`config.mk`:
```
export PLATFORM = sky130hd
export DESIGN_NAME = dorc_ctrl
export DESIGN_NICKNAME = d
export VERILOG_FILES = /design/src/design/dorc_pkg.sv /design/src/design/dorc_ctrl.sv
export SDC_FILE = /design/constraint.sdc
export NUM_CORES = 1
export LEC_CHECK = 0
export ABC_AREA = 1
export ABC_CLOCK_PERIOD_IN_PS = 1000
export BUFFER_PORTS_ARGS = -buffer_cell sky130_fd_sc_hd__buf_2
export CORE_MARGIN = 3
export CORE_UTILIZATION = 42
export DETAILED_ROUTE_END_ITERATION = 8
export GPL_ROUTABILITY_DRIVEN = 0
export MAX_ROUTING_LAYER = met4
export PLACE_DENSITY_LB_ADDON = 0.1
export SLEW_MARGIN = 10
export SYNTH_ARGS = -nofsm -noshare
export SYNTH_HDL_FRONTEND = slang
export SYNTH_SLANG_ARGS = --single-unit
```
`constraint.sdc`:
```
create_clock -name aclk -period 1 [get_ports aclk]
set_input_delay 0.2 -clock aclk [delete_from_list [all_inputs] [get_ports aclk]]
set_output_delay 0.2 -clock aclk [all_outputs]
set_load 0.005 [all_outputs]
```
`src/design/dorc_pkg.sv`:
```
// shared constants, types and helpers for the candidate ring
package dorc_pkg;

    localparam int MAX_DEPTH    = 256;
    localparam int SCAN_LIMIT   = 16;
    localparam int POP_TRIES    = 4;
    localparam int CAP_LOG2_MAX = $clog2(MAX_DEPTH + 1) - 1;
    localparam int IDX_W        = (CAP_LOG2_MAX > 0) ? CAP_LOG2_MAX : 1;
    localparam int SLOTS        = 1 << IDX_W;
    localparam int CAP_W        = CAP_LOG2_MAX + 1;
    localparam int SCNT_W       = $clog2(SCAN_LIMIT + 1);
    localparam int TRY_W        = $clog2(POP_TRIES + 1);
    localparam int ADDR_W       = 48;
    localparam int SEQ_W        = 32;
    localparam int STAT_W       = 32;
    localparam int NUM_STATS    = 7;
    localparam int CFG_IDX_W    = 2;
    localparam int CFG_DATA_W   = 4;

    localparam logic [2:0] ST_CONSIDERED = 3'd0;
    localparam logic [2:0] ST_SELECTED   = 3'd1;
    localparam logic [2:0] ST_FILTERED   = 3'd2;
    localparam logic [2:0] ST_UNSAMPLED  = 3'd3;
    localparam logic [2:0] ST_DUPLICATE  = 3'd4;
    localparam logic [2:0] ST_EVICTION   = 3'd5;
    localparam logic [2:0] ST_POPPED     = 3'd6;

    localparam logic [1:0] DEC_SELECTED  = 2'd0;
    localparam logic [1:0] DEC_FILTERED  = 2'd1;
    localparam logic [1:0] DEC_UNSAMPLED = 2'd2;
    localparam logic [1:0] DEC_DUPLICATE = 2'd3;

    localparam logic [1:0] SEL_PREFER = 2'd1;
    localparam logic [1:0] SEL_FILTER = 2'd2;

    localparam logic [CFG_IDX_W-1:0] CFG_SELECT_MODE = 2'd0;
    localparam logic [CFG_IDX_W-1:0] CFG_RING_LOG2   = 2'd1;

    typedef struct packed {
        logic load;
        logic consider;
        logic scan_init;
        logic scan_rd;
        logic scan_step;
        logic dup;
        logic write;
        logic pop_rd;
        logic pop_skip;
        logic pop_take;
        logic attempt_inc;
        logic out_load;
    } dorc_cmd_t;

    typedef struct packed {
        logic is_pop;
        logic addr_zero;
        logic selected;
        logic scan_go;
        logic scan_hit;
        logic pend_zero;
        logic tag_ok;
        logic pend_le;
        logic addr_nz;
        logic last_try;
    } dorc_stat_t;

    function automatic logic [STAT_W-1:0] sat_add(input logic [STAT_W-1:0] a,
                                                  input logic [STAT_W-1:0] b);
        logic [STAT_W:0] s;
        s = {1'b0, a} + {1'b0, b};
        return s[STAT_W] ? {STAT_W{1'b1}} : s[STAT_W-1:0];
    endfunction

endpackage

```
`src/design/dorc_ctrl.sv`:
```
// controller state machine for the candidate ring
module dorc_ctrl import dorc_pkg::*; (
    input  logic       aclk,
    input  logic       aresetn,
    input  logic       s_valid,
    output logic       s_ready,
    output logic       m_valid,
    input  logic       m_ready,
    input  dorc_stat_t sts,
    output dorc_cmd_t  cmd
);

    typedef enum logic [7:0] {
        S_IDLE     = 8'b0000_0001,
        S_CHK      = 8'b0000_0010,
        S_SCAN_RD  = 8'b0000_0100,
        S_SCAN_CMP = 8'b0000_1000,
        S_WR       = 8'b0001_0000,
        S_POP_RD   = 8'b0010_0000,
        S_POP_CMP  = 8'b0100_0000,
        S_DONE     = 8'b1000_0000
    } state_t;

    state_t state_reg, state_next;
    logic   m_valid_reg, m_valid_next;

    assign s_ready = (state_reg == S_IDLE);
    assign m_valid = m_valid_reg;

    always_comb begin
        state_next   = state_reg;
        m_valid_next = m_valid_reg;
        cmd          = '0;
        if (m_valid_reg && m_ready) begin
            m_valid_next = 1'b0;
        end
        case (state_reg)
            S_IDLE: begin
                if (s_valid) begin
                    cmd.load   = 1'b1;
                    state_next = S_CHK;
                end
            end
            S_CHK: begin
                if (sts.is_pop) begin
                    state_next = sts.pend_zero ? S_DONE : S_POP_RD;
                end else if (sts.addr_zero) begin
                    state_next = S_DONE;
                end else begin
                    cmd.consider = 1'b1;
                    if (sts.selected) begin
                        cmd.scan_init = 1'b1;
                        state_next    = S_SCAN_RD;
                    end else begin
                        state_next = S_DONE;
                    end
                end
            end
            S_SCAN_RD: begin
                if (sts.scan_go) begin
                    cmd.scan_rd = 1'b1;
                    state_next  = S_SCAN_CMP;
                end else begin
                    state_next = S_WR;
                end
            end
            S_SCAN_CMP: begin
                if (sts.scan_hit) begin
                    cmd.dup    = 1'b1;
                    state_next = S_DONE;
                end else begin
                    cmd.scan_step = 1'b1;
                    state_next    = S_SCAN_RD;
                end
            end
            S_WR: begin
                cmd.write  = 1'b1;
                state_next = S_DONE;
            end
            S_POP_RD: begin
                cmd.pop_rd = 1'b1;
                state_next = S_POP_CMP;
            end
            S_POP_CMP: begin
                if (!sts.tag_ok) begin
                    if (sts.pend_le) begin
                        state_next = S_DONE;
                    end else begin
                        cmd.pop_skip    = 1'b1;
                        cmd.attempt_inc = 1'b1;
                        state_next      = sts.last_try ? S_DONE : S_CHK;
                    end
                end else begin
                    cmd.pop_take = 1'b1;
                    if (sts.addr_nz) begin
                        state_next = S_DONE;
                    end else begin
                        cmd.attempt_inc = 1'b1;
                        state_next      = sts.last_try ? S_DONE : S_CHK;
                    end
                end
            end
            S_DONE: begin
                if (!m_valid_reg || m_ready) begin
                    cmd.out_load = 1'b1;
                    m_valid_next = 1'b1;
                    state_next   = S_IDLE;
                end
            end
            default: begin
                state_next = S_IDLE;
            end
        endcase
    end

    always_ff @(posedge aclk) begin
        if (!aresetn) begin
            state_reg   <= S_IDLE;
            m_valid_reg <= 1'b0;
        end else begin
            state_reg   <= state_next;
            m_valid_reg <= m_valid_next;
        end
    end

endmodule

```
==> results.md, run 1 <==
- Outcome: finished with violations
- Failing checks: setup timing
- VDD IR-drop max: 1000 uV
- Core Box Area: between 1500 and 2000 um2
- Final setup fails: 20
- Num CTS Buffers: 3
- Pwr/cell area: ~1000 nW/um2
- Die X: approximately 47 um
- Synth Warn #: 0
- Hpwl dp: about 1500 um
- Synth top area share: between 20 and 30%
- Clk buf depth: 2
- Via count: approximately 800
- Dpl cells: 160
- DIE AREA: 2210 um2
- Leakage: approximately 0.61 nW
- Critical-path cell list: inv_4 > nand2_8 > nor2_8 > nand2_4 > nor3_2 > buf_2
- Register area share after synthesis: 25.5%
- Flops & latches, synth: 9
- Worst-path clk slew: around 0.06 ns
- # Max-Cap Violations: 0
- Worst reg2reg path startpoint: state_reg[3]
- WL final: 1990 um
- Largest family of logic cells by synthesized area: simple AND/OR/NAND/NOR gates
- Rel. slew slack: approximately three quarters
- Synth async-reset ratio: 0%
- Number of diodes: 0
- Syn_nets: approximately 130
- Compound-cell area share of the yosys netlist: 2.12%
- DRT Pass-1 Iters: 4
- Synth area leaders: dfxtp_1, nand2_1, nor2_1
- TritonCTS clock tree: done
- Vias per cell: ~4.7
- CP startpoint kind: flip-flop
- Slowest-stage cell, CP: dfxtp_4
- Worst-Skew Late Latency: roughly 0.26 ns
- Share of post-route cells with drive strength above 1: 60.5%
- Top-count cell post-synth: nand2_1
- PnR Total Power: roughly 0.0012 W
- Die Ht: between 40 and 50 um
- Vias in the first global route: 775
- Avg Cell Area, Syn: roughly 6.4 um2
- WS Path Type: reg -> out
- Starting Density: between 40% and 50%
- Utilization after layout: about three quarters
- CP max FO: 5
- DRC Markers: 0
- R2R cell count: 10
- Core Rows: 14
- Gr ovfl total: 0
- # nets final: about 170
- Tmin final: about 1.4 ns
- Required time worst endpoint: 0.80 ns
- Min-delay src: sts[4]
- Wire length per cell: 11.5 um
- Area share of and/or/nand/nor cells after synthesis: about three fifths
- FMAX: approximately 0.7 GHz
- Pin count of the biggest net entering global routing: 9
- Post-synthesis xor/xnor area fraction: 0%
- Port buffer count: 27
- Fin. max-slew vios: 0
- Cell Area, Synth: around 700 um2
- Setup crit start: state_reg[3]
- Clk_skew: between 0.003 and 0.004 ns
- Final hold slack: 0.102 ns
- Post-synth cell types: 21
- Final std cells w/o fill: 173
- Synth Flop Type: dfxtp_1
- Type of the worst min-delay path: in -> reg
- Final hold violation count: 0
- Tightest Pin Transition: 0.359 ns
- Routed Antenna Nets: 0
- Hold path cells: 2
- Initial antenna violation count: 0
- Post-synth EDFFs: 0
- IO Count: 28
- RR Endpoint: state_reg[0]
- CTS H-tree depth: 1
- Area growth syn-to-layout: 64.2%
- Max reg flops: 8
- R2R Setup Slk: -0.35 ns
- Critical Path End Type: output pin
- Root Driver: clkbuf_4
- Total Routing Usage GR: between 20 and 25%
- Period utilization: 143%
- Worst Hold Endpoint: state_reg[5]
- Setup ws final: -0.426 ns
- Worst Path Arrival: ~1.2 ns
- Sink Count: 9
- First-pass GRT wire length: about 3200 um
- Cell type with the largest total area after synthesis: dfxtp_1
- Synth Area in Adders: 0%
- Critical Path Max Stage Delay: 0.36 ns
- RSZ-0062 raised after global routing: yes
- DRT iter0 DRCs: 10
- Post-synthesis mux area share: 0%
- Synth top cells by count: nand2_1, nor2_1, inv_1, dfxtp_1
- Syn Inst Count: around 110
-- cells in the final DEF, fill, tap and decap left out, drive strengths merged --
master and count:
clkinv 1, inv 22, buf 43, nand2 29, nor4 4, nand4 1, nand3b 1, nand3 8
dfxtp 9, a21oi 3, nor2 27, nor3b 1, nor3 4, clkbuf 4
-- how the worst max path moves through the flow --
stage | to | slack (ns) | cells past startpoint
floorplan | state_reg[0] | -0.04 | 8
global placement | cmd[3] | -0.15 | 6
detailed placement | cmd[3] | -0.17 | 6
CTS | cmd[3] | -0.43 | 6
global route | cmd[3] | -0.49 | 6
finish | cmd[3] | -0.43 | 6
-- timing repair --
item                       4_1_cts  5_1_grt
gates resized for setup         20       14
hold buffers                     0        0
setup buffers                    6        3
pin swaps                       13        6
setup endpoints to repair       21       22
-- cells by family after synthesis --
kind of cell / count (synthesis)
simple gates: 75
buf+inv: 24
flops: 9
compound gates: 3
-- through the flow --
stage	setup TNS, ns	setup slack, ns	instance area [um2]
final	-6.60	-0.426	1160
after detailed placement	-2.24	-0.172	938
after global placement	-2.11	-0.154	938
after floorplan	-0.119	-0.0391	738
after global routing	-8.05	-0.485	1160
after CTS	-6.11	-0.433	1070
-- critical path, delay by kind of cell, from the launching register on --
kind,cells,cell delay [ns]
DFF,1,0.36
and+or+nand+nor,4,0.38
buffers and inverters,2,0.21
-- where the power goes --
group	switching, W	internal [W]	total [W]
combinational	0.000288	0.000213	0.000502
clock	0.000132	0.000154	0.000286
sequential	0.0000292	0.000383	0.000412
total	0.000449	0.000750	0.00120
-- per-layer routing --
layer / part of all wire (%) / vias up / GRT usage, %
met5: 0 / - / -
met4: 1.6 / 0 / 7.73
met3: 3.4 / 5 / 2.30
met2: 51 / 19 / 33.3
met1: 44 / 358 / 26.6
li1: - / 434 / -
-- final cells by class --
type	count	area, um2
Multi-Input combinational cell	78	564
Fill cell	124	380
Timing Repair Buffer	43	259
Sequential cell	9	193
Inverter	23	98.8
Clock buffer	4	26.3
Tap cell	16	20.0
(Power assumes the default switching activity.)
==> run 2: changes to the inputs <==
--- a/config.mk
+++ b/config.mk
@@ -14,6 +14,7 @@
 export GPL_ROUTABILITY_DRIVEN = 0
 export MAX_ROUTING_LAYER = met4
 export PLACE_DENSITY_LB_ADDON = 0.1
+export SETUP_SLACK_MARGIN = 0.02
 export SLEW_MARGIN = 10
 export SYNTH_ARGS = -nofsm -noshare
 export SYNTH_HDL_FRONTEND = slang
==> results.md, run 2 (same netlist as run 1, synthesis figures left out) <==
- Leakage: about 0.62 nW
- Commonest non-fill, non-tap cells in the layout: buf_2, nand2_1, inv_1, buf_4, nor2_1
- VDD IR-drop max: between 900 and 1000 uV
- Outcome: finished with violations
- Type of the worst min-delay path: in -> reg
- Design area: around 1200 um2
- Register area: about 200 um2
- Rel. slew slack: between 70% and 80%
- Failing checks: setup timing
- Root Driver: clkbuf_4
- Commonest non-fill, non-tap cell in the layout: buf_2
- Number of diodes: 0
- Total Routing Usage GR: approximately a fifth
- # Max-Cap Violations: 0
- Worst-path clk slew: 0.06 ns
- Hpwl dp: 1530 um
- Area growth syn-to-layout: 74.5%
- Worst Path Arrival: roughly 1.3 ns
- Clk_skew: between 0.006 and 0.007 ns
- Core Rows: 14
- Clk buf depth: 2
- Filler instances: ~100
- WL final: 2160 um
- Num CTS Buffers: 3
- Setup ws final: -0.495 ns
- WS Path Type: reg -> out
- Multi-input logic area: slightly above 600 um2
- Routed Antenna Nets: 0
- Pre-CTS WS: -0.195 ns
- Starting Density: between 40% and 50%
- Sink Count: 9
- # nets final: between 150 and 200
- CP max FO: 5
- Vias in the first global route: 724
- Vias per cell: around 5
- Tmin final: 1.50 ns
- RSZ-0062 raised after global routing: yes
- Share of post-route cells with drive strength above 1: roughly two thirds
- Die Ht: about 47 um
- FMAX: 0.669 GHz
- DRT iter0 DRCs: 3
- Worst-Skew Late Latency: 0.26 ns
- CTS H-tree depth: 1
- DRC Markers: 0
- Placed standard-cell area: 938 um2
- Core Box Area: 1540 um2
- Setup_tns: -7.26 ns
- First-pass GRT wire length: slightly above 3000 um
- Max reg flops: 8
- Die X: 47.0 um
- TritonCTS clock tree: done
- CP startpoint kind: flip-flop
- Critical Path End Type: output pin
- Pin count of the biggest net entering global routing: 9
- Final hold violation count: 0
- IO Count: 28
- Fin. max-slew vios: 0
- Period utilization: 150%
- Via count: 857
- DIE AREA: 2210 um2
- DRT Pass-1 Iters: 4
- Wire length per cell: approximately 12 um
- Port buffer count: 27
- Gr ovfl total: 0
- Hold_buf cts: 0
- Final setup fails: 20
- Utilization after layout: 80.0%
- Pwr/cell area: just under 1000 nW/um2
- Tightest Pin Transition: 0.417 ns
- Initial antenna violation count: 0
- Required time worst endpoint: ~0.8 ns
run 2: cell type report:
cell class	count	area share [%]
well taps	16	1.62
multi-input cells	78	49.7
clock buffers	4	2.13
flip-flops and latches	9	16.4
repair buffers	44	21.9
inverters	23	8.22
run 2: through the flow:
step                power [W]  hold WS, ns  instances
finish                0.00122        0.119        174
global route          0.00128        0.131        174
CTS                   0.00114        0.104        168
detailed placement   0.000800        0.380        160
global placement     0.000790        0.380        160
floorplan            0.000685        0.271        111
run 2: power by group:
group          switching, W  internal [W]  leakage, nW
clock network      0.000129      0.000154       0.0150
registers         0.0000316      0.000378       0.0777
logic              0.000301      0.000223        0.531
total              0.000461      0.000755        0.624
run 2: worst paths after layout:
kind | start | end | slack, ns | depth (start not counted)
min | sts[4] | state_reg[5] | 0.12 | 2
max | state_reg[3] | cmd[1] | -0.50 | 6
min reg2reg | m_valid | m_valid | 0.58 | 4
max reg2reg | state_reg[3] | state_reg[0] | -0.40 | 10
run 2: repair_timing:
| action | 4_1_cts | 5_1_grt |
|---|---|---|
| setup endpoints to repair | 21 | 22 |
| buffers inserted | 4 | 6 |
| resized for setup | 25 | 28 |
| pin swaps | 11 | 10 |
| cloned | 0 | 0 |
run 2: metal layers:
metal  vias to the layer above  GRT usage, %  wire length, um
met4                         0          7.73               41
met1                       391          24.3              863
met5                         -             -                0
li1                        436             -                -
met2                        24          34.4             1180
met3                         6          2.68               78
run 2: worst max-delay path: stages, from the launching register on:
cell and delay (ns):
dfxtp_4 0.37, inv_4 0.08, nand2_8 0.07, nor2_8 0.15
nand2_4 0.08, nor2_1 0.13, buf_2 0.14
==> run 3: changes to the inputs <==
--- a/config.mk
+++ b/config.mk
@@ -8,8 +8,10 @@
 export ABC_AREA = 1
 export ABC_CLOCK_PERIOD_IN_PS = 1000
 export BUFFER_PORTS_ARGS = -buffer_cell sky130_fd_sc_hd__buf_2
+export CELL_PAD_IN_SITES_DETAIL_PLACEMENT = 1
+export CELL_PAD_IN_SITES_GLOBAL_PLACEMENT = 2
 export CORE_MARGIN = 3
-export CORE_UTILIZATION = 42
+export CORE_UTILIZATION = 21
 export DETAILED_ROUTE_END_ITERATION = 8
 export GPL_ROUTABILITY_DRIVEN = 0
 export MAX_ROUTING_LAYER = met4
==> results.md, run 3 (same netlist as run 1, synthesis figures left out) <==
- Outcome: finished with violations
- Failing checks: setup timing
- Clock power share: roughly a quarter
- IO Count: 28
- Port buffer count: 27
- Die Ht: roughly 64 um
- Wire length per cell: about 11 um
- Final hold violation count: 0
- Num CTS Buffers: 3
- Share of post-route cells with drive strength above 1: between 60% and 70%
- Design area: 1210 um2
- Sequential cell fraction of total power: 33.4%
- Root Driver: clkbuf_4
- # Max-Cap Violations: 0
- FMAX: 0.695 GHz
- Pre-CTS WS: -0.242 ns
- Commonest non-fill, non-tap cell in the layout: buf_2
- Tightest Pin Transition: roughly 0.27 ns
- Sw frac: a little under two fifths
- # nets final: 175
- Clk buf depth: 2
- DRT Pass-1 Iters: 4
- Sink Count: 9
- Tmin final: 1.44 ns
- Setup ws final: -0.439 ns
- Pwr/cell area: around 1000 nW/um2
- Commonest non-fill, non-tap cells in the layout: buf_2, nand2_1, buf_4
- Vias per cell: approximately 4.3
- Max reg flops: 8
- Placed standard-cell area: about 1000 um2
- WS Path Type: reg -> out
- Core Rows: 20
- Core Box Area: roughly 3100 um2
- Initial antenna violation count: 0
- CTS H-tree depth: 1
- Switching pwr: 0.000471 W
- Most used cell along the critical path: nand2_4
- Worst reg2reg path startpoint: state_reg[2]
- Dpl cells: about 190
- Area growth syn-to-layout: 71.9%
- First-pass GRT wire length: between 4000 and 5000 um
- Fin. max-slew vios: 0
- Die X: roughly 64 um
- Hold_buf cts: 0
- CP Depth: 6
- R2R Setup Slk: -0.40 ns
- VDD IR-drop max: roughly 290 uV
- Period utilization: 144%
- Gr ovfl total: 0
- Leakage: 0.622 nW
- RSZ-0062 raised after global routing: yes
- Starting Density: between 20% and 30%
- Final setup fails: 19
- DRT iter0 DRCs: 14
- Setup crit end: cmd[10]
- Worst-path clk slew: 0.07 ns
- PnR Total Power: 0.00123 W
- Worst Path Arrival: 1.24 ns
- Buf+Inv Stages, Crit Path: 2
- DIE AREA: roughly 4100 um2
- Comb power frac: 42.2%
- Required time worst endpoint: around 0.8 ns
- RR Endpoint: state_reg[0]
- Vias in the first global route: ~920
- Clk_skew: 0.0106 ns
- P_int: around 0.00076 W
- Setup crit start: state_reg[6]
- Routed Antenna Nets: 0
- Critical Path Max Stage Delay: around 0.34 ns
- Hpwl dp: between 1500 and 2000 um
- CP startpoint kind: flip-flop
- Critical-path cell list: nor2_4 > nand2_4 > inv_8 > nand2_4 > nor3_2 > buf_2
- Critical Path End Type: output pin
- Worst-Skew Late Latency: roughly 0.28 ns
- R2R cell count: 10
- Crit path max-delay family: simple AND/OR/NAND/NOR gates
- DRC Markers: 0
- Type of the worst min-delay path: in -> reg
- Total Routing Usage GR: about 13%
- Slowest-stage cell, CP: dfxtp_2
- CP max FO: 6
- Final std cells w/o fill: 204
- Number of diodes: 0
- TritonCTS clock tree: done
- Pin count of the biggest net entering global routing: 7
- Rel. slew slack: between 80% and 90%
- Via count: 868
- WL final: approximately 2300 um
run 3: cell types whose count changed in the layout (fill, tap and decap cells not counted), sizes merged:
cell  change
buf       +2
run 3: per-stage QoR:
stage               setup TNS (ns)  hold slack (ns)  util, %
floorplan                   -0.119            0.271        -
global placement             -3.27            0.389     31.8
detailed placement           -3.31            0.387     31.8
CTS                          -7.08           0.0950     36.2
global route                 -8.79           0.0928     38.8
finish                       -7.09           0.0942     38.8
run 3: power groups by stage:
| stage | logic [W] | clock network (W) | registers, W |
|---|---|---|---|
| 6_report | 0.000521 | 0.000301 | 0.000412 |
| 5_1_grt | 0.000567 | 0.000331 | 0.000416 |
| 4_1_cts | 0.000502 | 0.000303 | 0.000407 |
| 3_5_place_dp | 0.000429 | 0 | 0.000414 |
| 3_3_place_gp | 0.000419 | 0 | 0.000414 |
| 2_1_floorplan | 0.000276 | 0 | 0.000409 |
run 3: final cells by class:
| type | instances | area (um2) |
|---|---|---|
| Multi-Input combinational cell | 78 | 559 |
| Fill cell | 403 | 1910 |
| Timing Repair Buffer | 46 | 278 |
| Tap cell | 44 | 55.1 |
| Clock buffer | 4 | 26.3 |
| Sequential cell | 9 | 198 |
| Inverter | 23 | 98.8 |
run 3: what timing repair did:
action / in CTS / in global routing
pin swaps: 8 / 11
setup endpoints to repair: 20 / 22
buffers inserted: 5 / 4
resized for setup: 20 / 16
run 3: how the worst min path moves through the flow:
| stage | start | end | depth (start not counted) |
|---|---|---|---|
| after floorplan | sts[4] | state_reg[5] | 1 |
| after global placement | sts[4] | state_reg[5] | 2 |
| after detailed placement | sts[4] | state_reg[5] | 2 |
| after CTS | sts[4] | state_reg[5] | 2 |
| after global routing | sts[4] | state_reg[5] | 2 |
| final | sts[4] | state_reg[5] | 2 |
run 3: layer usage:
layer  wire [um]  track usage (%)
met3         100            0.879
met2        1170             23.0
met1         990             14.3
met5           0                -
met4          72             7.28
run 3: worst register-to-register path: cells and delay by family (launching register included):
family                 cells  cell delay, ns
AND/OR/NAND/NOR            6            0.62
buffers and inverters      4            0.33
flip-flops                 1            0.33
